--- src/sv/bbcs_pkg.sv ---
// Shared types, field widths and mask helpers for the bitplane blit copy setup block.
// No dependencies; used by bbcs_offset and bitplane_blit_copy_setup.
package bbcs_pkg;

	localparam int IN_BITS  = 104;	// 97 field bits, padded to whole bytes
	localparam int OUT_BITS = 144;	// 139 field bits, padded to whole bytes

	localparam int COORD_W  = 11;
	localparam int WIDTH_W  = 10;
	localparam int HEIGHT_W = 11;
	localparam int PITCH_W  = 8;
	localparam int DEPTH_W  = 4;
	localparam int LOGIC_W  = 8;
	localparam int WORDS_W  = 7;
	localparam int MOD_W    = 16;
	localparam int OFF_W    = 20;
	localparam int IDX_W    = 13;	// signed row/column work width

	localparam logic [15:0] MASK_ALL   = 16'hFFFF;
	localparam logic [4:0]  WORD_BITS  = 5'd16;

	// stage advance strobes handed to the offset datapath
	typedef struct packed {
		logic en_s2;
		logic en_s3;
	} bbcs_adv_t;

	// left-shifted word mask; a shift of 16 or more clears it
	function automatic logic [15:0] mask_shl(input logic [4:0] s);
		mask_shl = s[4] ? 16'h0000 : (MASK_ALL << s[3:0]);
	endfunction

	// right-shifted word mask; a shift of 16 or more clears it
	function automatic logic [15:0] mask_shr(input logic [4:0] s);
		mask_shr = s[4] ? 16'h0000 : (MASK_ALL >> s[3:0]);
	endfunction

endpackage

--- src/sv/bbcs_offset.sv ---
// Byte offset of a start word: row index times pitch plus the floored byte column.
// Two register stages (product, then sum). Depends on bbcs_pkg.
module bbcs_offset (
	input  logic                                clk,
	input  bbcs_pkg::bbcs_adv_t                 adv,
	input  logic signed [bbcs_pkg::IDX_W-1:0]   row,	// stage-1 register
	input  logic        [bbcs_pkg::PITCH_W-1:0] pitch,	// stage-1 register
	input  logic signed [bbcs_pkg::IDX_W-1:0]   col,	// stage-1 register, bit column
	output logic        [bbcs_pkg::OFF_W-1:0]   offset
);
	import bbcs_pkg::*;

	logic [OFF_W-1:0] row_ext;
	logic [OFF_W-1:0] pitch_ext;
	logic [OFF_W-1:0] prod_s2;
	logic [OFF_W-1:0] colb_s2;
	logic [OFF_W-1:0] offset_s3;

	// sign-extend so a row of minus one wraps the product modulo 2^20
	assign row_ext   = OFF_W'(row);
	assign pitch_ext = {{(OFF_W-PITCH_W){1'b0}}, pitch};

	always_ff @(posedge clk) begin
		if (adv.en_s2) begin
			prod_s2 <= OFF_W'(row_ext * pitch_ext);
			colb_s2 <= OFF_W'(col >>> 3);	// floor toward minus infinity
		end
		if (adv.en_s3) begin
			offset_s3 <= prod_s2 + colb_s2;
		end
	end

	assign offset = offset_s3;

endmodule

--- src/sv/bitplane_blit_copy_setup.sv ---
// Top level of the bitplane blit copy setup block: stream ports and the three-stage pipeline.
// Depends on bbcs_pkg and bbcs_offset.
//
// Takes one rectangle-copy request per transfer and returns one blitter setup per request,
// in order. The block is fully pipelined over three register stages: a new request can be
// taken every clock cycle while the output side is not stalled, and each result passes the
// stage 1, stage 2 and stage 3 registers in turn before it is presented on the output.
// Stage 1 picks ascending or descending mode and the
// blit width; stage 2 builds the masks, shift, modulos and the row-times-pitch products;
// stage 3 adds the byte columns into the start offsets and holds the result for the output
// transfer. The row-times-pitch multiply (13 by 8 bits) sets the depth of stage 2. Each
// stage moves forward when the stage after it is empty or moving, so empty stages fill
// while a finished result waits and a stall on the output loses or repeats nothing. The
// block keeps no state between requests; reset only clears the stage valid bits.
module bitplane_blit_copy_setup (
	input  logic                          clk,
	input  logic                          arst_n,
	input  logic                          s_axis_tvalid,
	output logic                          s_axis_tready,
	// src_x, src_y, dst_x, dst_y, copy_width, copy_height, src_bytes_per_row,
	// dst_bytes_per_row, src_depth, dst_depth, logic_function, zero pad
	input  logic [bbcs_pkg::IN_BITS-1:0]  s_axis_tdata,
	output logic                          m_axis_tvalid,
	input  logic                          m_axis_tready,
	// descending, shift_amount, first_word_mask, last_word_mask, row_words, rows,
	// src_modulo, dst_modulo, src_offset, dst_offset, plane_count, logic_out, zero pad
	output logic [bbcs_pkg::OUT_BITS-1:0] m_axis_tdata
);
	import bbcs_pkg::*;

	// request fields
	logic [COORD_W-1:0]  src_x, src_y, dst_x, dst_y;
	logic [WIDTH_W-1:0]  copy_width;
	logic [HEIGHT_W-1:0] copy_height;
	logic [PITCH_W-1:0]  src_bytes_per_row, dst_bytes_per_row;
	logic [DEPTH_W-1:0]  src_depth, dst_depth;
	logic [LOGIC_W-1:0]  logic_function;

	assign src_x             = s_axis_tdata[10:0];
	assign src_y             = s_axis_tdata[21:11];
	assign dst_x             = s_axis_tdata[32:22];
	assign dst_y             = s_axis_tdata[43:33];
	assign copy_width        = s_axis_tdata[53:44];
	assign copy_height       = s_axis_tdata[64:54];
	assign src_bytes_per_row = s_axis_tdata[72:65];
	assign dst_bytes_per_row = s_axis_tdata[80:73];
	assign src_depth         = s_axis_tdata[84:81];
	assign dst_depth         = s_axis_tdata[88:85];
	assign logic_function    = s_axis_tdata[96:89];

	// ---------------------------------------------------------------- handshake
	logic v_s1, v_s2, v_s3;
	logic rdy_s1, rdy_s2, rdy_s3;
	bbcs_adv_t adv;

	assign rdy_s3 = !v_s3 || m_axis_tready;
	assign rdy_s2 = !v_s2 || rdy_s3;
	assign rdy_s1 = !v_s1 || rdy_s2;
	assign s_axis_tready = rdy_s1;
	assign m_axis_tvalid = v_s3;
	assign adv.en_s2 = rdy_s2;
	assign adv.en_s3 = rdy_s3;

	always_ff @(posedge clk or negedge arst_n) begin
		if (!arst_n) begin
			v_s1 <= 1'b0;
			v_s2 <= 1'b0;
			v_s3 <= 1'b0;
		end else begin
			if (rdy_s1) v_s1 <= s_axis_tvalid;
			if (rdy_s2) v_s2 <= v_s1;
			if (rdy_s3) v_s3 <= v_s2;
		end
	end

	// ---------------------------------------------------------------- stage 1
	// mode choice, blit width, start rows and columns, plane count
	logic [3:0]          sd, dd, mx, wd, fs;
	logic [10:0]         w_sd, bw_asc, bw_desc;
	logic signed [11:0]  slack;
	logic                desc;
	logic [IDX_W-1:0]    srow, drow, scol, dcol;

	assign sd      = src_x[3:0];
	assign dd      = dst_x[3:0];
	assign w_sd    = {1'b0, copy_width} + {7'b0, sd};
	assign bw_asc  = ({1'b0, copy_width} + {7'b0, dd} + 11'd15) & 11'h7F0;
	assign slack   = $signed({1'b0, bw_asc}) - $signed({1'b0, w_sd});
	assign desc    = (sd > dd) || (slack > 12'sd16);
	assign mx      = (sd > dd) ? sd : dd;
	assign bw_desc = ({1'b0, copy_width} + {7'b0, mx} + 11'd15) & 11'h7F0;
	assign wd      = w_sd[3:0];
	assign fs      = 4'(4'd0 - wd);	// pad up to the next word edge

	// descending starts at the last word of the last row
	assign srow = desc ? ({2'b0, src_y} + {2'b0, copy_height} - 13'd1) : {2'b0, src_y};
	assign drow = desc ? ({2'b0, dst_y} + {2'b0, copy_height} - 13'd1) : {2'b0, dst_y};
	assign scol = desc ? ({2'b0, src_x} + {3'b0, copy_width} + {9'b0, fs} - 13'd1)
	                   : {2'b0, src_x};
	assign dcol = desc ? ({2'b0, dst_x} + {3'b0, copy_width} + {9'b0, fs} - 13'd1)
	                   : {2'b0, dst_x};

	logic                desc_s1;
	logic [3:0]          sd_s1, dd_s1, fs_s1;
	logic [10:0]         bw_s1;
	logic [WIDTH_W-1:0]  w_s1;
	logic [HEIGHT_W-1:0] rows_s1;
	logic [PITCH_W-1:0]  sbpr_s1, dbpr_s1;
	logic [DEPTH_W-1:0]  planes_s1;
	logic [LOGIC_W-1:0]  logic_s1;
	logic [IDX_W-1:0]    srow_s1, drow_s1, scol_s1, dcol_s1;

	always_ff @(posedge clk) begin
		if (rdy_s1) begin
			desc_s1   <= desc;
			sd_s1     <= sd;
			dd_s1     <= dd;
			fs_s1     <= fs;
			bw_s1     <= desc ? bw_desc : bw_asc;
			w_s1      <= copy_width;
			rows_s1   <= copy_height;
			sbpr_s1   <= src_bytes_per_row;
			dbpr_s1   <= dst_bytes_per_row;
			planes_s1 <= (src_depth < dst_depth) ? src_depth : dst_depth;
			logic_s1  <= logic_function;
			srow_s1   <= srow;
			drow_s1   <= drow;
			scol_s1   <= scol;
			dcol_s1   <= dcol;
		end
	end

	// ---------------------------------------------------------------- stage 2
	// last-word shift, masks, barrel shift, word count, modulos
	logic [3:0]         sub;
	logic [10:0]        ls_full;
	logic [4:0]         ls;
	logic [15:0]        fmask, lmask, fcut;
	logic [3:0]         shift;
	logic [WORDS_W-1:0] words;

	assign sub     = desc_s1 ? fs_s1 : sd_s1;
	assign ls_full = bw_s1 - {1'b0, w_s1} - {7'b0, sub};
	assign ls      = ls_full[4:0];	// 0..31 in descending, 0..16 ascending
	// two-word descending case: the first mask also loses the overflow bits
	assign fcut    = (ls > WORD_BITS) ? mask_shr({1'b0, ls[3:0]}) : MASK_ALL;
	assign fmask   = desc_s1 ? (mask_shl({1'b0, fs_s1}) & fcut) : mask_shr({1'b0, sd_s1});
	assign lmask   = desc_s1 ? mask_shr(ls) : mask_shl(ls);
	assign shift   = desc_s1 ? 4'(ls[3:0] - dd_s1) : 4'(dd_s1 - sd_s1);
	assign words   = bw_s1[10:4];

	logic                desc_s2;
	logic [3:0]          shift_s2;
	logic [15:0]         fmask_s2, lmask_s2;
	logic [WORDS_W-1:0]  words_s2;
	logic [HEIGHT_W-1:0] rows_s2;
	logic [MOD_W-1:0]    smod_s2, dmod_s2;
	logic [DEPTH_W-1:0]  planes_s2;
	logic [LOGIC_W-1:0]  logic_s2;

	always_ff @(posedge clk) begin
		if (rdy_s2) begin
			desc_s2   <= desc_s1;
			shift_s2  <= shift;
			fmask_s2  <= fmask;
			lmask_s2  <= lmask;
			words_s2  <= words;
			rows_s2   <= rows_s1;
			smod_s2   <= {8'b0, sbpr_s1} - {8'b0, words, 1'b0};
			dmod_s2   <= {8'b0, dbpr_s1} - {8'b0, words, 1'b0};
			planes_s2 <= planes_s1;
			logic_s2  <= logic_s1;
		end
	end

	// ---------------------------------------------------------------- stage 3
	// start offsets finish here; everything else is the output register
	logic [OFF_W-1:0] soff_s3, doff_s3;

	bbcs_offset u_src_off (
		.clk    (clk),
		.adv    (adv),
		.row    (srow_s1),
		.pitch  (sbpr_s1),
		.col    (scol_s1),
		.offset (soff_s3)
	);

	bbcs_offset u_dst_off (
		.clk    (clk),
		.adv    (adv),
		.row    (drow_s1),
		.pitch  (dbpr_s1),
		.col    (dcol_s1),
		.offset (doff_s3)
	);

	logic                desc_s3;
	logic [3:0]          shift_s3;
	logic [15:0]         fmask_s3, lmask_s3;
	logic [WORDS_W-1:0]  words_s3;
	logic [HEIGHT_W-1:0] rows_s3;
	logic [MOD_W-1:0]    smod_s3, dmod_s3;
	logic [DEPTH_W-1:0]  planes_s3;
	logic [LOGIC_W-1:0]  logic_s3;

	always_ff @(posedge clk) begin
		if (rdy_s3) begin
			desc_s3   <= desc_s2;
			shift_s3  <= shift_s2;
			fmask_s3  <= fmask_s2;
			lmask_s3  <= lmask_s2;
			words_s3  <= words_s2;
			rows_s3   <= rows_s2;
			smod_s3   <= smod_s2;
			dmod_s3   <= dmod_s2;
			planes_s3 <= planes_s2;
			logic_s3  <= logic_s2;
		end
	end

	// result packing, lowest field last in the list
	assign m_axis_tdata = {5'b0, logic_s3, planes_s3, doff_s3, soff_s3, dmod_s3, smod_s3,
	                       rows_s3, words_s3, lmask_s3, fmask_s3, shift_s3, desc_s3};

endmodule

--- config.mk ---
export PLATFORM = sky130hd
export DESIGN_NAME = bitplane_blit_copy_setup
export DESIGN_NICKNAME = d
export VERILOG_FILES = /design/src/sv/bbcs_pkg.sv /design/src/sv/bbcs_offset.sv /design/src/sv/bitplane_blit_copy_setup.sv
export SDC_FILE = /design/constraint.sdc
export NUM_CORES = 1
export LEC_CHECK = 0
export ABC_AREA = 1
export BUFFER_PORTS_ARGS = -buffer_cell sky130_fd_sc_hd__buf_2
export CAP_MARGIN = 20
export CORE_ASPECT_RATIO = 0.7
export CORE_MARGIN = 3
export CORE_UTILIZATION = 40
export CTS_BUF_LIST = sky130_fd_sc_hd__clkbuf_4 sky130_fd_sc_hd__clkbuf_8
export DETAILED_ROUTE_END_ITERATION = 10
export HOLD_SLACK_MARGIN = 0.02
export RECOVER_POWER = 50
export SYNTH_ARGS = -nofsm -noshare
export SYNTH_HDL_FRONTEND = slang
export SYNTH_SLANG_ARGS = --single-unit
--- constraint.sdc ---
create_clock -name clk -period 14.7 [get_ports clk]
set_input_delay 2.94 -clock clk [delete_from_list [all_inputs] [get_ports clk]]
set_output_delay 2.94 -clock clk [all_outputs]
set_load 0.01 [all_outputs]
# ---- Word-level counts from Yosys, hierarchy flattened
# Cells that the tools add are included.
dict set report word_totals {
  inputBits 108
  mem_bits_ro 0
  output_inout_bits 146
  regBits 421
  ram_bits 0
  latchBits 0
  memories 0
}
dict set report op_classes {
  bitwise_logic 1
  multipliers 2
  shift 4
  mux 14
  n_addsub 25
  n_reduce_logical 7
  magnitude_cmp 4
  n_div 0
  eq_ne 0
}
# cell n
set op_table {}
lappend op_table {{2-to-1 mux 16 bit} 5}
lappend op_table {{2-to-1 mux 11 bit} 5}
lappend op_table {{adder 20 bit} 2}
lappend op_table {{multiplier 13 x 9 -> 20 bit} 2}
lappend op_table {{adder 10 x 4 -> 11 bit} 3}
lappend op_table {{left shift 16 x 4 -> 16 bit, first input constant} 2}
lappend op_table {{right shift 16 x 4 -> 16 bit, first input constant} 2}
lappend op_table {{adder 12 x 4 -> 13 bit} 2}
lappend op_table {{subtractor 12 x 1 -> 13 bit, second input constant} 2}
lappend op_table {{subtractor 13 x 1 -> 13 bit, second input constant} 2}
lappend op_table {{adder 11 x 10 -> 12 bit} 2}
lappend op_table {{adder 11 x 11 -> 12 bit} 2}
lappend op_table {{adder 11 x 4 -> 11 bit, second input constant} 2}
lappend op_table {{subtractor 8 x 8 -> 9 bit} 2}
lappend op_table {{AND 16 bit} 1}
lappend op_table {{2-to-1 mux 4 bit} 4}
lappend op_table {{greater-than comparator 12 x 6 -> 1 bit, second input constant} 1}
lappend op_table {{subtractor 11 x 11 -> 12 bit} 1}
lappend op_table {{subtractor 4 bit} 2}
lappend op_table {{greater-than comparator 5 bit, second input constant} 1}
lappend op_table {{subtractor 5 x 4 -> 5 bit} 1}
lappend op_table {{subtractor 5 bit} 1}
lappend op_table {{greater-than comparator 4 bit} 1}
lappend op_table {{logical OR 1 bit} 4}
lappend op_table {{other kinds (3)} 5}

# ---- Longest topological paths before layout
# Gate-level depths: netlist of run 1.
dict set report depth {
  depth_word 6
  depth_mapped 26
  depth_no_buf 24
}

# ---- By module
# From an unflattened synthesis of run 1, not the netlist that was laid out.
dict set report unflattened {
  hier_cells 3253
  hier_area_um2 29211.8
}
# module instances seq_area_each_um2 cells_each area_each_um2
set by_module_without_submodules {}
lappend by_module_without_submodules {bitplane_blit_copy_setup 1 8663.3 1469 15731.3}
lappend by_module_without_submodules {{bbcs_offset (u_src_off)} 1 1501.4 894 6745.2}
lappend by_module_without_submodules {{bbcs_offset (u_dst_off)} 1 1501.4 890 6735.2}

# ---- Worst setup path after synthesis of run 1
# OpenSTA, ideal clock, no wires.
dict set report synth_path {
  path_type {input-to-output}
  start {input m_axis_tready}
  end {output s_axis_tready}
  cell_stages 4
  path_slack_ns 3.357
  required_time_ns 11.760
  t_arrival_ns 8.403
  cell_sequence {inv_1 > nand2_1 > nor2_1 > nand2_1}
}
dict set report synth_via {
  elab_chain_len 3
}
# element line_no
set synth_lines {}
lappend synth_lines {{from (decl)} bitplane_blit_copy_setup.sv:24} ;# input logic m_axis_tready,
lappend synth_lines {{logical OR 1 bit} bitplane_blit_copy_setup.sv:56} ;# assign rdy_s3 = !v_s3 || m_axis_tready;
lappend synth_lines {{net rdy_s3} bitplane_blit_copy_setup.sv:53} ;# logic rdy_s1, rdy_s2, rdy_s3;
lappend synth_lines {{logical OR 1 bit} bitplane_blit_copy_setup.sv:57} ;# assign rdy_s2 = !v_s2 || rdy_s3;
lappend synth_lines {{logical OR 1 bit} bitplane_blit_copy_setup.sv:58} ;# assign rdy_s1 = !v_s1 || rdy_s2;
lappend synth_lines {{to (decl)} bitplane_blit_copy_setup.sv:19} ;# output logic s_axis_tready,
# The timed path passes the listed nets, and every way through them passes these cells.

# ---- Final worst setup path of run 1
# Ends and elaborated chain as after synthesis.

==> results of run 1 <==
-- layer usage --
metal / global-route usage / vias up / share of wire
met5: 0 / - / 0.0016
met3: 0.0497 / 91 / 0.079
met1: 0.274 / 8664 / 0.50
li1: - / 9306 / -
met4: 0.0402 / 18 / 0.017
met2: 0.261 / 492 / 0.41
-- power groups by stage --
stage	Combinational, W	Sequential, W	Clock, W
4_1_cts	0.00422	0.00209	0.00107
6_report	0.00415	0.00209	0.00103
3_5_place_dp	0.00419	0.00211	0
2_1_floorplan	0.00317	0.00204	0
5_1_grt	0.00483	0.00213	0.00112
3_3_place_gp	0.00414	0.00211	0
-- metrics by stage --
step	instances	utilization	hold WS [ns]	setup WS, ns	instance area [µm²]
2_1_floorplan	2774	-	0.400	3.36	27300
3_3_place_gp	3831	0.437	0.401	7.09	29300
3_5_place_dp	3831	0.437	0.405	7.10	29300
4_1_cts	3952	0.458	0.398	7.09	30700
5_1_grt	3955	0.456	0.409	5.05	30500
6_report	3958	0.456	0.395	5.56	30500
-- critical path: cells and delay by family --
kind	cells	cell delay (ns)
buf+inv	3	0.58
simple gates	3	2.66
-- flip-flops by register name (all words and copies together), names as in the netlist, 16 cells and up --
signal	count
fmask_s2	16
fmask_s3	16
lmask_s2	16
lmask_s3	16
u_dst_off.offset	20
u_dst_off.prod_s2	20
u_src_off.offset	20
u_src_off.prod_s2	20
-- worst max-delay path by stage --
stage                  start            end  cells after the start
2_1_floorplan  m_axis_tready  s_axis_tready                      4
3_3_place_gp   m_axis_tready  s_axis_tready                      6
3_5_place_dp   m_axis_tready  s_axis_tready                      6
4_1_cts        m_axis_tready  s_axis_tready                      6
5_1_grt        m_axis_tready  s_axis_tready                      6
6_report       m_axis_tready  s_axis_tready                      6
-- cells by family (layout without fill, tap and decap cells) --
kind of cell | Yosys count | after routing
AOI/OAI and AO/OA | 296 | 296
other | 1 | 11
adders and majority gates | 443 | 443
buffers and inverters | 746 | 1033
xor gates and xnor gates | 151 | 151
DFF | 383 | 383
muxes | 1 | 1
and+or+nand+nor | 749 | 749
-- cells in the final DEF (no fill, tap or decap), drive strengths merged, types with 11 or more instances in the layout --
master / n
inv: 663
o22ai: 19
xor2: 96
o31ai: 11
nand3: 94
nor2: 67
o21ai: 79
edfxtp: 380
a21o: 12
fa: 174
clkinv: 22
nor3: 11
nand2: 550
ha: 269
xnor2: 55
clkbuf: 190
buf: 145
a21oi: 134
nand4: 12
-- final cells by class --
| type | count | area share |
|---|---|---|
| Multi-Input combinational cell | 1645 | 0.423 |
| Clock buffer | 86 | 0.0353 |
| Clock inverter | 35 | 0.0101 |
| Sequential cell | 383 | 0.376 |
| Inverter | 663 | 0.0817 |
| Antenna cell | 6 | 0.000492 |
| Timing Repair Buffer | 249 | 0.0371 |
| Tap cell | 891 | 0.0365 |
==> key figures, run 1 <==
Global routing
  – Global-route wire length before repair: ~100 mm
  – Initial antenna violation count: 15
  – Vias in the first global route: 18100
  – GRT Util Overall: 0.182
  – Largest net degree at the start of global routing: 97
  – Overflow after GRT: 0

Setup path
  – Crit. End Element: primary output
  – CP Max Fanout: 42
  – Critical path class: primary input to primary output
  – FF-to-FF End: u_src_off.prod_s2[17]
  – Slowest-stage cell, CP: nand2_1
  – Reg2reg setup slack: 9.67 ns
  – Worst Path Arrival: 6.20 ns
  – Worst R2R Path Depth: 18
  – Startpoint Class: primary input
  – RR Startpoint: sbpr_s1[2]
  – Required time of the critical path: between 10 and 15 ns
  – Cell Chain, Critical Path: buf_2 > inv_1 > nand2_1 > nor2_1 > nand2_1 > buf_2
  – Critical Path Max Stage Delay: 0.98 ns

Clock tree
  – CTS max path bufs: 3
  – Worst-Skew Late Latency: between 0.6 and 0.7 ns
  – CTS resizes: 0
  – CTS Buf Count: 67
  – H-tree lvl count: 3
  – Post-CTS setup buffers: 0
  – Clk pin slew, worst setup/hold paths: 0.06 ns
  – CTS Root Cell: clkbuf_8
  – Clock Sinks: 383
  – CTS tree: built
  – Hold buffer count at cts: 0

Yosys
  – Synth Area in Simple Gates: 0.111
  – Mapped Cells: 2770
  – Register area share after synthesis: 0.421
  – EDFF count, synth: 380
  – Synth cell count leaders: 659 x inv_1, 548 x nand2_1, 380 x edfxtp_1
  – Yosys top cell area share: 0.418
  – Top_reg_cell synth: edfxtp_1
  – Largest family of logic cells by synthesized area: adder cells
  – Most instantiated library cell after synthesis: inv_1
  – Syn Area/Cell: 9.86 µm²
  – Synthesized area: 0.0273 mm²
  – Netlist cell types: 48
  – Most area-consuming cells after synthesis: edfxtp_1 42%, fa_1 13%, ha_1 12%, inv_1 9.1%, nand2_1 7.5%
  – Mux cell area share after synthesis: 0.000367
  – Syn. warnings: 0
  – Post-synthesis adder-cell area fraction: 0.251
  – Async set or reset register ratio after synthesis: 0.00783
  – Synth Register Bits: 383
  – Complex-gate fraction of the synthesized area: 0.0616
  – Xor-xnor portion of the synthesized cell area: 0.0484
  – Area leader, netlist: edfxtp_1

STA
  – Fin crit share: 0.622
  – RSZ-0062 raised after global routing: no
  – Final-report setup violation count: 0
  – Final hold violations: 0
  – Worst Skew: between 0.03 and 0.04 ns
  – Fmax: 109 MHz
  – Crit path time final: 9.14 ns
  – Max-slew violations: 84
  – Setup TNS: 0 ns
  – Slew @ Worst Pin: 2.79 ns
  – Slew headroom: -0.859

Final layout
  – Layout cell share with drive strength beyond 1: 0.0862
  – Layout area overhead: 11.8%
  – Nets: between 3000 and 4000
  – Register area: roughly 0.011 mm²
  – Area of the multi-input gates: 0.0129 mm²
  – Fillers: 6466

Drt
  – Initial drt markers: approximately 1500
  – Vias per cell: between 4 and 5
  – Routed WL: 64.5 mm
  – First drt pass iteration count: 5
  – Routed wire per std cell: 16.3 µm
  – Routed via count: 18600
  – Number of routed nets with antenna violations: 0
  – Remaining DRCs: 0

Hold path
  – Endpoint, Worst Hold: lmask_s3[6]
  – Worst hold-check path type: flip-flop to flip-flop
  – Hold Path Stages: 0
  – Hold_sp: lmask_s2[6]

Placement
  – Dpl hpwl: 49.9 mm
  – IO Port Bufs: 241
  – RePlAce Congestion: roughly 0.9

Power
  – Switching Fraction: 0.441
  – VDD IR-drop max: 0.190 mV
  – Internal power: 0.00406 W
  – Leakage: 15.3 nW
  – Part of the power in registers: 0.287
  – Logic pwr share: 0.571
  – Clk pwr share: 0.142
  – NetSw: 0.00321 W
  – Power Density: 238 mW/mm²
  – Power Total: 0.00727 W

Status
  – Failing checks: capacitance limit, slew limit
  – Status: finished with violations

Run
  – Max-Cap Viols: 2

Floorplanning
  – # IOs: 254
  – Starting density of the core: 0.407
  – Area of the core: 0.0670 mm²
  – Width of the die: about 320 µm
  – Die ar.: 0.0715 mm²
  – Std cell rows: 79
  – Die height: approximately 220 µm
Note: power is estimated with default switching activity, not from simulation.
==> run 2, diff against run 1 <==
clock period = 8.85 ns   (was 14.7 ns; I/O delays follow)
==> run 2 against run 1 <==
Net effect: the run still ends with capacitance limit, slew limit left; critical path depth is 20 higher; combinational power is 67% higher; via count hardly changed; global-route usage rose by 0.061 points; highest routed layer unchanged; count of clock-buffer cells in the layout shrank 5.
==> key figures, run 2 (same netlist as run 1, synthesis figures left out) <==
Setup path
  – Critical path class: primary input to flip-flop
  – RR Startpoint: sbpr_s1[2]
  – Reg2reg setup slack: 3.65 ns (-6.02 ns)
  – Crit. End Element: flip-flop
  – Worst R2R Path Depth: 18 (unchanged)
  – FF-to-FF End: u_src_off.prod_s2[17]
  – Required time of the critical path: 9.24 ns (-2.52 ns)
  – Worst Path Arrival: 6.54 ns (+0.34 ns)
  – Startpoint Class: primary input
  – CP Max Fanout: 53 (+26%)

Power
  – Leakage: 15.4 nW (+0.37%)
  – NetSw: 0.00532 W (+66%)
  – Power Total: 0.0121 W (+66%)
  – Switching Fraction: 0.441 (about the same)
  – Clk pwr share: 0.139 (-0.003)
  – Internal power: 0.00674 W (+66%)
  – Power Density: 395 mW/mm² (+66%)
  – Logic pwr share: 0.573 (+0.002)
  – VDD IR-drop max: 0.489 mV (+160%)
  – Part of the power in registers: 0.288 (about the same)

Drt
  – Number of routed nets with antenna violations: 0 (unchanged)
  – Remaining DRCs: 0 (unchanged)
  – Routed via count: 18600 (+0.038%)
  – Vias per cell: 4.70 (+0.14%)
  – Routed wire per std cell: 16.4 µm (+0.50%)
  – Initial drt markers: 1340 (-9.3%)
  – First drt pass iteration count: 6 (+1)
  – Routed WL: 64.7 mm (+0.40%)

Hold path
  – Hold_sp: fmask_s2[4]
  – Hold Path Stages: 0 (unchanged)
  – Worst hold-check path type: flip-flop to flip-flop
  – Endpoint, Worst Hold: fmask_s3[4]

Global routing
  – Largest net degree at the start of global routing: 94 (-3.1%)
  – Overflow after GRT: 0 (unchanged)
  – GRT Util Overall: 0.182 (+0.000608)
  – Initial antenna violation count: 16 (+1)
  – Vias in the first global route: 18100 (+0.072%)
  – Global-route wire length before repair: 101 mm (+0.44%)

STA
  – Crit path time final: 6.16 ns
  – Final-report setup violation count: 0 (unchanged)
  – RSZ-0062 raised after global routing: no
  – Max-slew violations: 53 (-37%)
  – Final WS setup: 2.69 ns (-2.86 ns)
  – Fmax: 162 MHz
  – Slew @ Worst Pin: 3.28 ns (+0.490 ns)
  – Final hold violations: 0 (unchanged)
  – Slew headroom: -1.19 (-0.327)
  – Fin crit share: 0.696
  – Setup TNS: 0 ns (unchanged)
  – Worst Skew: 0.0417 ns (+0.00324 ns)

Final layout
  – Most common cell after layout, fill and taps aside: inv_1
  – Layout cell share with drive strength beyond 1: 0.0916 (+0.00538)
  – Nets: 3559 (-0.028%)
  – Fillers: 6489 (+0.36%)
  – Commonest non-fill, non-tap cells in the layout: 658 x inv_1, 546 x nand2_1, 380 x edfxtp_1
  – Layout area overhead: 11.9% (about the same)

Floorplanning
  – Area of the core: 0.0670 mm² (unchanged)
  – # IOs: 254 (unchanged)
  – Std cell rows: 79 (unchanged)
  – Die ar.: 0.0715 mm² (unchanged)
  – Width of the die: 318 µm (unchanged)
  – Die height: 225 µm (unchanged)
  – Starting density of the core: 0.407 (unchanged)

Status
  – Status: finished with violations
  – Failing checks: capacitance limit, slew limit

Clock tree
  – CTS max path bufs: 3 (unchanged)
  – H-tree lvl count: 3 (unchanged)
  – Clk pin slew, worst setup/hold paths: 0.06 ns (about the same)
  – CTS Root Cell: clkbuf_8
  – CTS Buf Count: 66 (-1.5%)
  – CTS tree: built
  – Hold buffer count at cts: 0 (unchanged)
  – CTS resizes: 0 (unchanged)
  – Worst-Skew Late Latency: 0.65 ns (-0.03 ns)
  – Clock Sinks: 383 (unchanged)
  – Post-CTS setup buffers: 0 (unchanged)

Run
  – Max-Cap Viols: 1 (-1)

Placement
  – Pre-CTS WS: 2.14 ns (-4.96 ns)
  – IO Port Bufs: 241 (unchanged)
  – Dpl hpwl: 50.8 mm (+1.8%)
  – RePlAce Congestion: 0.886 (-0.98%)
## run 2: metrics by stage
step | utilization | hold WS [ns] | std cells | area, µm²
6_report | 0.456 | 0.400 | 3954 | 30500
5_1_grt | 0.456 | 0.415 | 3951 | 30500
4_1_cts | 0.457 | 0.396 | 3947 | 30600
3_5_place_dp | 0.437 | 0.405 | 3831 | 29300
3_3_place_gp | 0.437 | 0.401 | 3831 | 29300
2_1_floorplan | - | 0.400 | 2774 | 27300
## run 2: worst max-delay path by stage
stage	cells after the start	slack (ns)	start	end
2_1_floorplan	4	1.10	m_axis_tready	s_axis_tready
3_3_place_gp	25	2.18	s_axis_tdata[0]	scol_s1[10]
3_5_place_dp	26	2.14	s_axis_tdata[25]	scol_s1[9]
4_1_cts	26	2.86	s_axis_tdata[25]	scol_s1[5]
5_1_grt	26	2.15	s_axis_tdata[25]	scol_s1[9]
6_report	26	2.69	s_axis_tdata[25]	scol_s1[6]
## run 2: power groups by stage
stage / Combinational [W] / Sequential [W] / Clock [W]
2_1_floorplan: 0.00527 / 0.00339 / 0
6_report: 0.00692 / 0.00348 / 0.00167
3_5_place_dp: 0.00697 / 0.00351 / 0
4_1_cts: 0.00700 / 0.00348 / 0.00174
3_3_place_gp: 0.00689 / 0.00350 / 0
5_1_grt: 0.00802 / 0.00354 / 0.00182
## run 2: layout make-up
class / instances / area, µm² / area share
Antenna cell: 7 / 17.5 / 0.000574
Clock buffer: 81 / 1040 / 0.0340
Clock inverter: 35 / 303 / 0.00992
Inverter: 663 / 2490 / 0.0817
Multi-Input combinational cell: 1645 / 12900 / 0.423
Sequential cell: 383 / 11500 / 0.376
Tap cell: 891 / 1110 / 0.0365
Timing Repair Buffer: 249 / 1160 / 0.0380
## run 2: layer usage
layer | vias to the layer above | part of all wire | GRT usage
met4 | 24 | 0.019 | 0.0431
met5 | - | 0.0023 | 0
met3 | 104 | 0.084 | 0.0564
met2 | 500 | 0.41 | 0.263
met1 | 8670 | 0.48 | 0.268
li1 | 9280 | - | -
## run 2: worst max-delay path, cell delays in order
cell and delay [ns]:
clkbuf_1 0.18, inv_1 0.13, ha_1 0.34, inv_1 0.05
ha_1 0.29, nand3_1 0.07, nand2_1 0.11, a21o_1 0.20
nand2_1 0.07, nor2_1 0.19, nand2_1 0.09, xor2_1 0.18
ha_1 0.39, inv_1 0.07, nor3_1 0.24, nand4_1 0.16
nand3_1 0.10, nand2_1 0.05, nor2_1 0.10, nand2_1 0.09
o21bai_4 0.10, buf_4 0.52, nand2_1 0.45, buf_4 0.40
nand2_1 0.11, nand2_1 0.05
